`src/hw/rtl/shs_pkg.sv`:
```
`default_nettype none

package shs_pkg;

    localparam int QUEUE_DEPTH = 16;

    // one 32-bit schedule word in flight from the front to the back
    typedef struct packed {
        logic [31:0] word;
        logic        last;    // length word that closes the final block
    } t_qent;

    typedef enum logic [2:0] {
        FS_IDLE,
        FS_PAD,
        FS_ZERO,
        FS_LEN_HI,
        FS_LEN_LO
    } t_fstate;

    typedef enum logic [1:0] {
        BS_LOAD,
        BS_ROUND,
        BS_ADD
    } t_bstate;

    localparam logic [31:0] H_INIT [8] = '{
        32'h6a09e667, 32'hbb67ae85, 32'h3c6ef372, 32'ha54ff53a,
        32'h510e527f, 32'h9b05688c, 32'h1f83d9ab, 32'h5be0cd19
    };

    localparam logic [7:0] PAD_BYTE = 8'h80;
    localparam logic [3:0] LEN_HI_POS = 4'd14;

    function automatic logic [31:0] round_k(input logic [5:0] t);
        logic [31:0] k;
        case (t)
            6'd0:  k = 32'h428a2f98;  6'd1:  k = 32'h71374491;
            6'd2:  k = 32'hb5c0fbcf;  6'd3:  k = 32'he9b5dba5;
            6'd4:  k = 32'h3956c25b;  6'd5:  k = 32'h59f111f1;
            6'd6:  k = 32'h923f82a4;  6'd7:  k = 32'hab1c5ed5;
            6'd8:  k = 32'hd807aa98;  6'd9:  k = 32'h12835b01;
            6'd10: k = 32'h243185be;  6'd11: k = 32'h550c7dc3;
            6'd12: k = 32'h72be5d74;  6'd13: k = 32'h80deb1fe;
            6'd14: k = 32'h9bdc06a7;  6'd15: k = 32'hc19bf174;
            6'd16: k = 32'he49b69c1;  6'd17: k = 32'hefbe4786;
            6'd18: k = 32'h0fc19dc6;  6'd19: k = 32'h240ca1cc;
            6'd20: k = 32'h2de92c6f;  6'd21: k = 32'h4a7484aa;
            6'd22: k = 32'h5cb0a9dc;  6'd23: k = 32'h76f988da;
            6'd24: k = 32'h983e5152;  6'd25: k = 32'ha831c66d;
            6'd26: k = 32'hb00327c8;  6'd27: k = 32'hbf597fc7;
            6'd28: k = 32'hc6e00bf3;  6'd29: k = 32'hd5a79147;
            6'd30: k = 32'h06ca6351;  6'd31: k = 32'h14292967;
            6'd32: k = 32'h27b70a85;  6'd33: k = 32'h2e1b2138;
            6'd34: k = 32'h4d2c6dfc;  6'd35: k = 32'h53380d13;
            6'd36: k = 32'h650a7354;  6'd37: k = 32'h766a0abb;
            6'd38: k = 32'h81c2c92e;  6'd39: k = 32'h92722c85;
            6'd40: k = 32'ha2bfe8a1;  6'd41: k = 32'ha81a664b;
            6'd42: k = 32'hc24b8b70;  6'd43: k = 32'hc76c51a3;
            6'd44: k = 32'hd192e819;  6'd45: k = 32'hd6990624;
            6'd46: k = 32'hf40e3585;  6'd47: k = 32'h106aa070;
            6'd48: k = 32'h19a4c116;  6'd49: k = 32'h1e376c08;
            6'd50: k = 32'h2748774c;  6'd51: k = 32'h34b0bcb5;
            6'd52: k = 32'h391c0cb3;  6'd53: k = 32'h4ed8aa4a;
            6'd54: k = 32'h5b9cca4f;  6'd55: k = 32'h682e6ff3;
            6'd56: k = 32'h748f82ee;  6'd57: k = 32'h78a5636f;
            6'd58: k = 32'h84c87814;  6'd59: k = 32'h8cc70208;
            6'd60: k = 32'h90befffa;  6'd61: k = 32'ha4506ceb;
            6'd62: k = 32'hbef9a3f7;  6'd63: k = 32'hc67178f2;
            default: k = 32'h0;
        endcase
        return k;
    endfunction

endpackage

`default_nettype wire

```
`src/hw/rtl/sha256_stream_hasher_unit.sv`:
```
// Streaming SHA-256: one message byte per input transfer, with end_of_message
// closing the message (has_byte low gives a bare end marker, so empty
// messages work). The front packs bytes into 32-bit words and generates the
// padding and 64-bit length words; a word queue feeds the back, which runs one
// compression round per cycle unless waiting on the queue or on a digest
// readout, 64 rounds and then an add step per block, taking message words
// from the queue during rounds 0..15. Bytes are taken at one per cycle while
// the queue has room and no padding is being queued. After end_of_message the
// input stalls while padding is queued (longer while the queue is full), and
// the digest appears one or two blocks later as eight transfers, word 0 first;
// the next message can start while the digest is still being read out.
`default_nettype none

module sha256_stream_hasher_unit #(
    parameter int QueueDepth = shs_pkg::QUEUE_DEPTH
) (
    input  wire logic          i_clk,
    input  wire logic          i_rst_n,
    input  wire logic          i_valid,
    output logic               o_stall,
    input  wire logic [7:0]    i_data_byte,
    input  wire logic          i_has_byte,
    input  wire logic          i_end_of_message,
    output logic               o_valid,
    input  wire logic          i_stall,
    output logic [31:0]        o_digest_word,
    output logic [2:0]         o_word_index,
    output logic               o_last_word
);
    import shs_pkg::*;

    t_qent  push_ent;
    t_qent  pop_ent;
    logic   push;
    logic   full;
    logic   pop;
    logic   empty;

    shs_front u_front (
        .i_clk            (i_clk),
        .i_rst_n          (i_rst_n),
        .i_valid          (i_valid),
        .o_stall          (o_stall),
        .i_data_byte      (i_data_byte),
        .i_has_byte       (i_has_byte),
        .i_end_of_message (i_end_of_message),
        .o_push           (push),
        .o_push_ent       (push_ent),
        .i_full           (full)
    );

    shs_fifo #(
        .Depth (QueueDepth)
    ) u_fifo (
        .i_clk      (i_clk),
        .i_rst_n    (i_rst_n),
        .i_push     (push),
        .i_push_ent (push_ent),
        .o_full     (full),
        .i_pop      (pop),
        .o_pop_ent  (pop_ent),
        .o_empty    (empty)
    );

    shs_back u_back (
        .i_clk         (i_clk),
        .i_rst_n       (i_rst_n),
        .i_q_ent       (pop_ent),
        .i_q_empty     (empty),
        .o_pop         (pop),
        .o_valid       (o_valid),
        .i_stall       (i_stall),
        .o_digest_word (o_digest_word),
        .o_word_index  (o_word_index),
        .o_last_word   (o_last_word)
    );

endmodule

`default_nettype wire

```
`src/hw/rtl/shs_fifo.sv`:
```
`default_nettype none

module shs_fifo #(
    parameter int Depth = 16
) (
    input  wire logic          i_clk,
    input  wire logic          i_rst_n,
    input  wire logic          i_push,
    input  wire shs_pkg::t_qent i_push_ent,
    output logic               o_full,
    input  wire logic          i_pop,
    output shs_pkg::t_qent     o_pop_ent,
    output logic               o_empty
);
    import shs_pkg::*;

    localparam int AW = $clog2(Depth);
    localparam logic [AW-1:0] LAST_PTR = AW'(Depth - 1);
    localparam logic [AW:0]   FULL_CNT = (AW + 1)'(Depth);

    t_qent           r_mem [Depth];
    logic [AW-1:0]   r_wr;
    logic [AW-1:0]   r_rd;
    logic [AW:0]     r_cnt;
    logic            push_ok;
    logic            pop_ok;

    assign o_full    = (r_cnt == FULL_CNT);
    assign o_empty   = (r_cnt == '0);
    assign push_ok   = i_push && !o_full;
    assign pop_ok    = i_pop && !o_empty;
    assign o_pop_ent = r_mem[r_rd];

    always_ff @(posedge i_clk) begin
        if (push_ok) begin
            r_mem[r_wr] <= i_push_ent;
        end
    end

    always_ff @(posedge i_clk) begin
        if (!i_rst_n) begin
            r_wr  <= '0;
            r_rd  <= '0;
            r_cnt <= '0;
        end else begin
            if (push_ok) begin
                r_wr <= (r_wr == LAST_PTR) ? '0 : r_wr + 1'b1;
            end
            if (pop_ok) begin
                r_rd <= (r_rd == LAST_PTR) ? '0 : r_rd + 1'b1;
            end
            if (push_ok && !pop_ok) begin
                r_cnt <= r_cnt + 1'b1;
            end else if (pop_ok && !push_ok) begin
                r_cnt <= r_cnt - 1'b1;
            end
        end
    end

endmodule

`default_nettype wire

```
`src/hw/rtl/shs_front.sv`:
```
`default_nettype none

module shs_front (
    input  wire logic          i_clk,
    input  wire logic          i_rst_n,
    input  wire logic          i_valid,
    output logic               o_stall,
    input  wire logic [7:0]    i_data_byte,
    input  wire logic          i_has_byte,
    input  wire logic          i_end_of_message,
    output logic               o_push,
    output shs_pkg::t_qent     o_push_ent,
    input  wire logic          i_full
);
    import shs_pkg::*;

    t_fstate      r_st, n_st;
    logic [23:0]  r_acc, n_acc;
    logic [1:0]   r_bpos, n_bpos;
    logic [3:0]   r_wpos, n_wpos;
    logic [60:0]  r_len, n_len;
    logic         take;
    logic [31:0]  pad_word;

    assign o_stall = (r_st != FS_IDLE) || i_full;
    assign take    = i_valid && !o_stall;

    // held bytes, then the 0x80 marker, then zeros
    always_comb begin
        case (r_bpos)
            2'd0:    pad_word = {PAD_BYTE, 24'h0};
            2'd1:    pad_word = {r_acc[7:0], PAD_BYTE, 16'h0};
            2'd2:    pad_word = {r_acc[15:0], PAD_BYTE, 8'h0};
            2'd3:    pad_word = {r_acc[23:0], PAD_BYTE};
            default: pad_word = '0;
        endcase
    end

    always_comb begin
        n_st       = r_st;
        n_acc      = r_acc;
        n_bpos     = r_bpos;
        n_wpos     = r_wpos;
        n_len      = r_len;
        o_push     = 1'b0;
        o_push_ent = '0;
        case (r_st)
            FS_IDLE: begin
                if (take) begin
                    if (i_has_byte) begin
                        n_len  = r_len + 61'd1;
                        n_bpos = r_bpos + 2'd1;
                        n_acc  = {r_acc[15:0], i_data_byte};
                        if (r_bpos == 2'd3) begin
                            o_push          = 1'b1;
                            o_push_ent.word = {r_acc, i_data_byte};
                            n_wpos          = r_wpos + 4'd1;
                        end
                    end
                    if (i_end_of_message) begin
                        n_st = FS_PAD;
                    end
                end
            end
            FS_PAD: begin
                if (!i_full) begin
                    o_push          = 1'b1;
                    o_push_ent.word = pad_word;
                    n_wpos          = r_wpos + 4'd1;
                    n_bpos          = 2'd0;
                    n_st = (n_wpos == LEN_HI_POS) ? FS_LEN_HI : FS_ZERO;
                end
            end
            FS_ZERO: begin
                if (!i_full) begin
                    o_push = 1'b1;
                    n_wpos = r_wpos + 4'd1;
                    if (n_wpos == LEN_HI_POS) begin
                        n_st = FS_LEN_HI;
                    end
                end
            end
            FS_LEN_HI: begin
                if (!i_full) begin
                    o_push          = 1'b1;
                    o_push_ent.word = r_len[60:29];
                    n_wpos          = r_wpos + 4'd1;
                    n_st            = FS_LEN_LO;
                end
            end
            FS_LEN_LO: begin
                if (!i_full) begin
                    o_push          = 1'b1;
                    o_push_ent.word = {r_len[28:0], 3'b000};
                    o_push_ent.last = 1'b1;
                    n_wpos          = 4'd0;
                    n_len           = '0;
                    n_st            = FS_IDLE;
                end
            end
            default: begin
                n_st = FS_IDLE;
            end
        endcase
    end

    always_ff @(posedge i_clk) begin
        if (!i_rst_n) begin
            r_st   <= FS_IDLE;
            r_bpos <= '0;
            r_wpos <= '0;
            r_len  <= '0;
        end else begin
            r_st   <= n_st;
            r_bpos <= n_bpos;
            r_wpos <= n_wpos;
            r_len  <= n_len;
        end
    end

    always_ff @(posedge i_clk) begin
        r_acc <= n_acc;
    end

endmodule

`default_nettype wire

```
`src/hw/rtl/shs_back.sv`:
```
`default_nettype none

module shs_back (
    input  wire logic          i_clk,
    input  wire logic          i_rst_n,
    input  wire shs_pkg::t_qent i_q_ent,
    input  wire logic          i_q_empty,
    output logic               o_pop,
    output logic               o_valid,
    input  wire logic          i_stall,
    output logic [31:0]        o_digest_word,
    output logic [2:0]         o_word_index,
    output logic               o_last_word
);
    import shs_pkg::*;

    function automatic logic [31:0] rotr(input logic [31:0] x, input int n);
        return (x >> n) | (x << (32 - n));
    endfunction

    t_bstate      r_st, n_st;
    logic [5:0]   r_rnd, n_rnd;
    logic         r_final, n_final;
    logic [31:0]  r_v [8];
    logic [31:0]  r_h [8];
    logic [31:0]  r_w [16];
    logic [31:0]  r_dig [8];
    logic [2:0]   r_ocnt;
    logic         r_obusy;

    logic         do_round;
    logic         do_add;
    logic [31:0]  w_new, wt, t1, t2;
    logic [31:0]  ss0, ss1, bs0, bs1, ch, maj;

    assign o_pop    = (r_st == BS_LOAD) && !i_q_empty;
    assign do_round = o_pop || (r_st == BS_ROUND);
    // the final block waits here until the previous digest has drained
    assign do_add   = (r_st == BS_ADD) && !(r_final && r_obusy);

    always_comb begin
        ss0   = rotr(r_w[1], 7) ^ rotr(r_w[1], 18) ^ (r_w[1] >> 3);
        ss1   = rotr(r_w[14], 17) ^ rotr(r_w[14], 19) ^ (r_w[14] >> 10);
        w_new = r_w[0] + ss0 + r_w[9] + ss1;
        wt    = (r_st == BS_LOAD) ? i_q_ent.word : w_new;
        bs1   = rotr(r_v[4], 6) ^ rotr(r_v[4], 11) ^ rotr(r_v[4], 25);
        ch    = (r_v[4] & r_v[5]) ^ (~r_v[4] & r_v[6]);
        t1    = r_v[7] + bs1 + ch + round_k(r_rnd) + wt;
        bs0   = rotr(r_v[0], 2) ^ rotr(r_v[0], 13) ^ rotr(r_v[0], 22);
        maj   = (r_v[0] & r_v[1]) ^ (r_v[0] & r_v[2]) ^ (r_v[1] & r_v[2]);
        t2    = bs0 + maj;
    end

    always_comb begin
        n_st    = r_st;
        n_rnd   = r_rnd;
        n_final = r_final;
        case (r_st)
            BS_LOAD: begin
                if (o_pop) begin
                    n_rnd = r_rnd + 6'd1;
                    if (r_rnd == 6'd15) begin
                        n_final = i_q_ent.last;
                        n_st    = BS_ROUND;
                    end
                end
            end
            BS_ROUND: begin
                n_rnd = r_rnd + 6'd1;
                if (r_rnd == 6'd63) begin
                    n_st = BS_ADD;
                end
            end
            BS_ADD: begin
                if (do_add) begin
                    n_rnd = '0;
                    n_st  = BS_LOAD;
                end
            end
            default: begin
                n_st = BS_LOAD;
            end
        endcase
    end

    always_ff @(posedge i_clk) begin
        if (!i_rst_n) begin
            r_st    <= BS_LOAD;
            r_rnd   <= '0;
            r_final <= 1'b0;
            r_obusy <= 1'b0;
            r_ocnt  <= '0;
            for (int i = 0; i < 8; i++) begin
                r_v[i] <= H_INIT[i];
                r_h[i] <= H_INIT[i];
            end
        end else begin
            r_st    <= n_st;
            r_rnd   <= n_rnd;
            r_final <= n_final;
            if (do_round) begin
                r_v[0] <= t1 + t2;
                r_v[1] <= r_v[0];
                r_v[2] <= r_v[1];
                r_v[3] <= r_v[2];
                r_v[4] <= r_v[3] + t1;
                r_v[5] <= r_v[4];
                r_v[6] <= r_v[5];
                r_v[7] <= r_v[6];
            end else if (do_add) begin
                for (int i = 0; i < 8; i++) begin
                    if (r_final) begin
                        r_h[i] <= H_INIT[i];
                        r_v[i] <= H_INIT[i];
                    end else begin
                        r_h[i] <= r_h[i] + r_v[i];
                        r_v[i] <= r_h[i] + r_v[i];
                    end
                end
            end
            if (do_add && r_final) begin
                r_obusy <= 1'b1;
                r_ocnt  <= '0;
            end else if (r_obusy && !i_stall) begin
                r_ocnt <= r_ocnt + 3'd1;
                if (r_ocnt == 3'd7) begin
                    r_obusy <= 1'b0;
                end
            end
        end
    end

    always_ff @(posedge i_clk) begin
        if (do_round) begin
            for (int i = 0; i < 15; i++) begin
                r_w[i] <= r_w[i + 1];
            end
            r_w[15] <= wt;
        end
        if (do_add && r_final) begin
            for (int i = 0; i < 8; i++) begin
                r_dig[i] <= r_h[i] + r_v[i];
            end
        end else if (r_obusy && !i_stall) begin
            for (int i = 0; i < 7; i++) begin
                r_dig[i] <= r_dig[i + 1];
            end
        end
    end

    assign o_valid       = r_obusy;
    assign o_digest_word = r_dig[0];
    assign o_word_index  = r_ocnt;
    assign o_last_word   = (r_ocnt == 3'd7);

endmodule

`default_nettype wire

```
`config.mk`:
```
export PLATFORM = sky130hd
export DESIGN_NAME = sha256_stream_hasher_unit
export DESIGN_NICKNAME = d
export VERILOG_FILES = /design/src/hw/rtl/shs_pkg.sv /design/src/hw/rtl/sha256_stream_hasher_unit.sv /design/src/hw/rtl/shs_fifo.sv /design/src/hw/rtl/shs_front.sv /design/src/hw/rtl/shs_back.sv
export SDC_FILE = /design/constraint.sdc
export NUM_CORES = 2
export LEC_CHECK = 0
export ABC_AREA = 1
export BUFFER_PORTS_ARGS = -buffer_cell sky130_fd_sc_hd__buf_4
export CAP_MARGIN = 20
export CELL_PAD_IN_SITES_DETAIL_PLACEMENT = 1
export CELL_PAD_IN_SITES_GLOBAL_PLACEMENT = 1
export CORE_UTILIZATION = 51
export CTS_BUF_LIST = sky130_fd_sc_hd__clkbuf_16
export DETAILED_ROUTE_END_ITERATION = 7
export PLACE_DENSITY_LB_ADDON = 0.12
export REMOVE_ABC_BUFFERS = 1
export SYNTH_ARGS = -nofsm -noshare
export SYNTH_HDL_FRONTEND = slang
export SYNTH_HIERARCHICAL = 1
export SYNTH_SLANG_ARGS = --single-unit
```
`constraint.sdc`:
```
create_clock -name i_clk -period 19.8 [get_ports i_clk]
set_input_delay 3.96 -clock i_clk [delete_from_list [all_inputs] [get_ports i_clk]]
set_output_delay 3.96 -clock i_clk [all_outputs]
set_load 0.05 [all_outputs]
```
# ---- Yosys cells after proc, flatten, opt, wreduce, memory -nomap -nowiden
# Memory sizes are Yosys's and may differ from the RTL's. A register that Yosys moved wholly into a read port is not among the register bits.
# Cells that the tools add are included.
dict set report word_totals {
  memories 6
  in_bits 14
  elab_cells 320
  out_inout_bits 38
  mem_bits_ro 2048
  ram_bits 1808
  regBits 120
}
# memory words word_bits rd rd_ports_with_merged_regs wr line_no
set mem_list {}
lappend mem_list {{(no name shown)} 64 32 1 1 0 shs_pkg.sv:37} ;# case (t)
lappend mem_list {u_fifo.r_mem 16 33 1 1 1 shs_fifo.sv:21} ;# t_qent r_mem [Depth];
lappend mem_list {u_back.r_w 16 32 16 0 16 shs_back.sv:26} ;# logic [31:0] r_w [16];
lappend mem_list {u_back.r_dig 8 32 8 0 8 shs_back.sv:27} ;# logic [31:0] r_dig [8];
lappend mem_list {u_back.r_h 8 32 8 0 8 shs_back.sv:25} ;# logic [31:0] r_h [8];
lappend mem_list {u_back.r_v 8 32 8 0 8 shs_back.sv:24} ;# logic [31:0] r_v [8];
dict set report classes {
  add_sub_neg 27
  eq_ne 30
  n_reduce_logical 43
  muxes 126
  bitwise_logic 75
}
# cell n
set ops {}
lappend ops {{$mux 32} 53}
lappend ops {{$add 32x32->32} 18}
lappend ops {{$xor 32x32->32} 9}
lappend ops {{$pmux 32 s4} 2}
lappend ops {{$mux 61} 3}
lappend ops {{$and 32x32->32} 5}
lappend ops {{$pmux 61 s2} 1}
lappend ops {{$add 61x1->61 const B} 1}
lappend ops {{$or 1x1->1} 47}
lappend ops {{$mux 4} 9}
lappend ops {{$mux 33} 1}
lappend ops {{$not 32->32} 1}
lappend ops {{$or 10x32->32} 1}
lappend ops {{$or 13x32->32} 1}
lappend ops {{$or 14x32->32} 1}
lappend ops {{$or 15x32->32} 1}
lappend ops {{$or 19x32->32} 1}
lappend ops {{$or 21x32->32} 1}
lappend ops {{$or 25x32->32} 1}
lappend ops {{$or 26x32->32} 1}
lappend ops {{$or 30x32->32} 1}
lappend ops {{$or 7x32->32} 1}
lappend ops {{$xor 32x22->32} 1}
lappend ops {{$xor 32x29->32} 1}
lappend ops {{other kinds (45)} 139}

# ---- Logic depth before layout (Yosys ltp)
# An unclocked memory read counts as a cell.
dict set report depth {
  word_depth 13
  depth_mapped 51
  mapped_depth_nobuf 51
}

# ---- Hierarchy
# Netlist, hierarchy kept.
# module seq_area_each_um2 cells_each n_inst area_per_inst_um2
set modules_own_cells {}
lappend modules_own_cells {shs_back 39337.7 7832 1 77005.1}
lappend modules_own_cells {shs_fifo 16195.5 2107 1 22909.5}
lappend modules_own_cells {shs_front 2122.0 827 1 5640.4}

# ---- Least setup slack after synthesis
# Ideal clock, no wire load.
dict set report synth_timing {
  path_kind {reg2reg}
  from {reg u_fifo.r_cnt[0]}
  to {mem u_back.r_v[3][4], in the netlist u_back/r_v[0][100], enable pin}
  path_slack_ns 1.655
  period_less_slack_ns 18.145
  stages_incl_launch_ff 9
  t_arrival_ns 17.688
  n_path_buf 0
  t_required_ns 19.343
  setup_ns 0.457
  path_cell_list {dfxtp_1 nor2_1 nand3_1 inv_1 nand2_1 o21ai_2 nor2_2 inv_2 nand2_1}
}
# element line_no
set synth_lines {}
lappend synth_lines {{start, declared} shs_fifo.sv:24} ;# logic [AW:0] r_cnt;
lappend synth_lines {{start signal, assigned} shs_fifo.sv:53} ;# r_cnt <= r_cnt + 1'b1;
lappend synth_lines {{start signal, assigned} shs_fifo.sv:55} ;# r_cnt <= r_cnt - 1'b1;
lappend synth_lines {{end, declared} shs_back.sv:24}

==> summary.md <==
| Metric | Value |
|---|---|
| GR Util All Layers | `36.7%` |
| CP most frequent cell | `inv_1` |
| Via count | `82400` |
| Worst-path fanout max | `6` |
| Synth top area cells | `edfxtp_1 52%, nand2_1 8.9%, ha_1 4.8%` |
| Initial Utilization | `51.4%` |
| Later-pin clock latency in the skew report | `0.91 ns` |
| Warnings, synthesis | `6` |
| Layout Nets | `11400` |
| Number of enable flip-flop cells after synthesis | `1832` |
| Worst EP required | `20.40 ns` |
| Max Transition Viols Final | `0` |
| Max clock buf depth | `3` |
| Final setup viols | `0` |
| First-pass GRT wire length | `566 mm` |
| Detail Route Antenna Nets | `0` |
| Mapped Cells | `10800` |
| Post-synthesis async set-or-reset flop share | `0%` |
| Core Rows | `166` |
| Initial antenna violation count | `20` |
| Sequential area share after synthesis | `54.6%` |
| Synth area leader | `edfxtp_1` |
| Gr ovfl total | `0` |
| Crit. End Element | `register` |
| Slew HR | `17.0%` |
| Top Ports | `52` |
| Drt first-iter violations | `8728` |
| Final hold vios | `0` |
| Crit share post-route | `54.4%` |
| Crit Path Category | `register to register` |
| Fin crit period | `10.78 ns` |
| Netlist cell types | `73` |
| Yosys reg bits | `1964` |
| RSZ-0062 raised after global routing | `false` |
| Die ar. | `209000 µm²` |
| H-tree Lvls | `4` |
| R2r setup slk | `9.02 ns` |
| RePlAce Congestion | `0.986` |
| Status | `finished clean` |
| # port buffers | `51` |
| Most frequent cells in the layout | `2510 x nand2_1, 1832 x edfxtp_1, 1376 x inv_1, 688 x o21ai_0, 669 x nand3_1` |
| Clock sink total | `1964` |
| Hold Path Class | `register to register` |
| Most common flop cell mapped by yosys | `edfxtp_1` |
| Drt wl/cell | `28.4 µm` |
| Multi-input gate area | `41000 µm²` |
| Core Util, Final | `56.4%` |
| Area grow syn2layout | `9.56%` |
| Maxcap violations | `0` |
| Core ar. | `205000 µm²` |
| CTS tree | `yes` |
| Die Span Y | `457 µm` |
| Clk Tree Root Cell | `clkbuf_16` |
| Slowest CP cell | `o21ai_0` |
| Vias/cell | `6.04` |
| CP peak stage delay | `0.94 ns` |
| Pre-Repair DR Iteration Count | `6` |
| Startpoint Class | `register` |
| Final Skew | `0.0935 ns` |
| Vias in the first global route | `85200` |
| Fillers | `22500` |
| Fmax | `92.8 MHz` |
| Post_cts resized | `0` |
| Register area | `57700 µm²` |
| Hold_buf cts | `0` |
| CP arrival | `11.38 ns` |
| Postcts setup bufs | `0` |
| Worst-Margin Slew | `1.23 ns` |
| Commonest non-fill, non-tap cell in the layout | `nand2_1` |
| Clock slew at reported path FFs | `0.07 ns` |
| Die Wd | `457 µm` |
| Total CTS buffers | `209` |
| Synthesized area | `106000 µm²` |
| Hpwl dp | `279 mm` |
| Routed WL | `387 mm` |
| Share of the synthesized area in the top cell type | `52.1%` |
| Largest net degree at the start of global routing | `180` |
| Mean Syn Cell Area | `9.80 µm²` |
| Layout cell share with drive strength beyond 1 | `6.10%` |
| # DRC | `0` |
per-layer routing:
metal	GRT usage [%]	up-vias	part of all wire, %
li1	-	36300	-
met1	51.1	42000	42
met2	58.9	3451	46
met3	5.89	638	8.0
met4	11.7	12	3.4
met5	0	-	0.020
area by class of cell:
cell class,count,area share (%)
Clock buffer,211,4.57
Multi-Input combinational cell,7044,35.4
Tap cell,2688,2.91
Clock inverter,183,1.58
Timing Repair Buffer,159,1.13
Antenna cell,8,0.0173
Inverter,1385,4.52
Sequential cell,1964,49.9
worst max-delay path: cells and delay by family, from the launching register on:
kind / cells / cell delay, ns
buffers and inverters: 8 / 0.49
and+or+nand+nor: 11 / 0.99
DFF: 1 / 0.48
xor gates and xnor gates: 4 / 0.94
AOI/OAI and AO/OA: 11 / 3.35
adders and majority gates: 9 / 4.16
registers in the layout, indices dropped and copies added, names as in the netlist, 3 cells and up, named ones only:
| name | flops |
|---|---|
| u_fifo/r_mem | 528 |
| u_back/r_w | 512 |
| u_back/r_dig | 256 |
| u_back/r_h | 256 |
| u_back/r_v | 256 |
| u_front/r_len | 61 |
| u_front/r_acc | 24 |
| u_back/r_rnd | 6 |
| u_fifo/r_cnt | 5 |
| u_fifo/r_rd | 4 |
| u_fifo/r_wr | 4 |
| u_front/r_wpos | 4 |
| u_back/o_word_index | 3 |
| u_front/r_st | 3 |
final timing paths:
path | to | cells after the start | from
max | u_back/r_v[0][31] | 43 | u_back/r_w[14][20]
max reg2reg | u_back/r_v[0][31] | 43 | u_back/r_w[14][20]
min | u_back/r_w[11][23] | 0 | u_back/r_w[12][23]
min reg2reg | u_back/r_w[11][23] | 0 | u_back/r_w[12][23]
stage by stage:
stage / hold WS (ns) / instances / TNS (ns) / area (µm²) / worst slack (ns)
finish: 0.370 / 13600 / 0 / 116000 / 9.02
global placement: 0.400 / 13200 / 0 / 108000 / 9.34
global route: 0.378 / 13600 / 0 / 116000 / 8.39
floorplan: 0.400 / 10400 / -547.49 / 104000 / -2.29
detailed placement: 0.405 / 13200 / 0 / 108000 / 9.23
CTS: 0.376 / 13600 / 0 / 116000 / 9.08
cells in the mapped netlist, drive strengths merged (42+ instances only):
master	n
dfxtp	132
nand4	62
a21o	54
ha	408
o21bai	51
inv	1382
o22ai	42
fa	196
edfxtp	1832
xor2	267
nand2	2520
nand3	671
buf	187
or2	59
nor2	708
o21ai	744
xnor2	228
a31oi	72
a21oi	565
nor3	92
o211ai	55
clkbuf	186
logic make-up after synthesis:
kind of cell | count (synthesis) | share of synthesized area [%]
AND/OR/NAND/NOR | 4172 | 16.4
XOR/XNOR | 495 | 4.11
flip-flops | 1964 | 54.6
AO/OA/AOI/OAI | 1737 | 9.24
buffers and inverters | 1758 | 6.75
multiplexers | 11 | 0.115
adder cells (fa/ha/maj) | 629 | 8.79
Power is left out: the tool's default activity adds up to more than one toggle a clock period on the data nets, which glitch-free logic cannot reach.
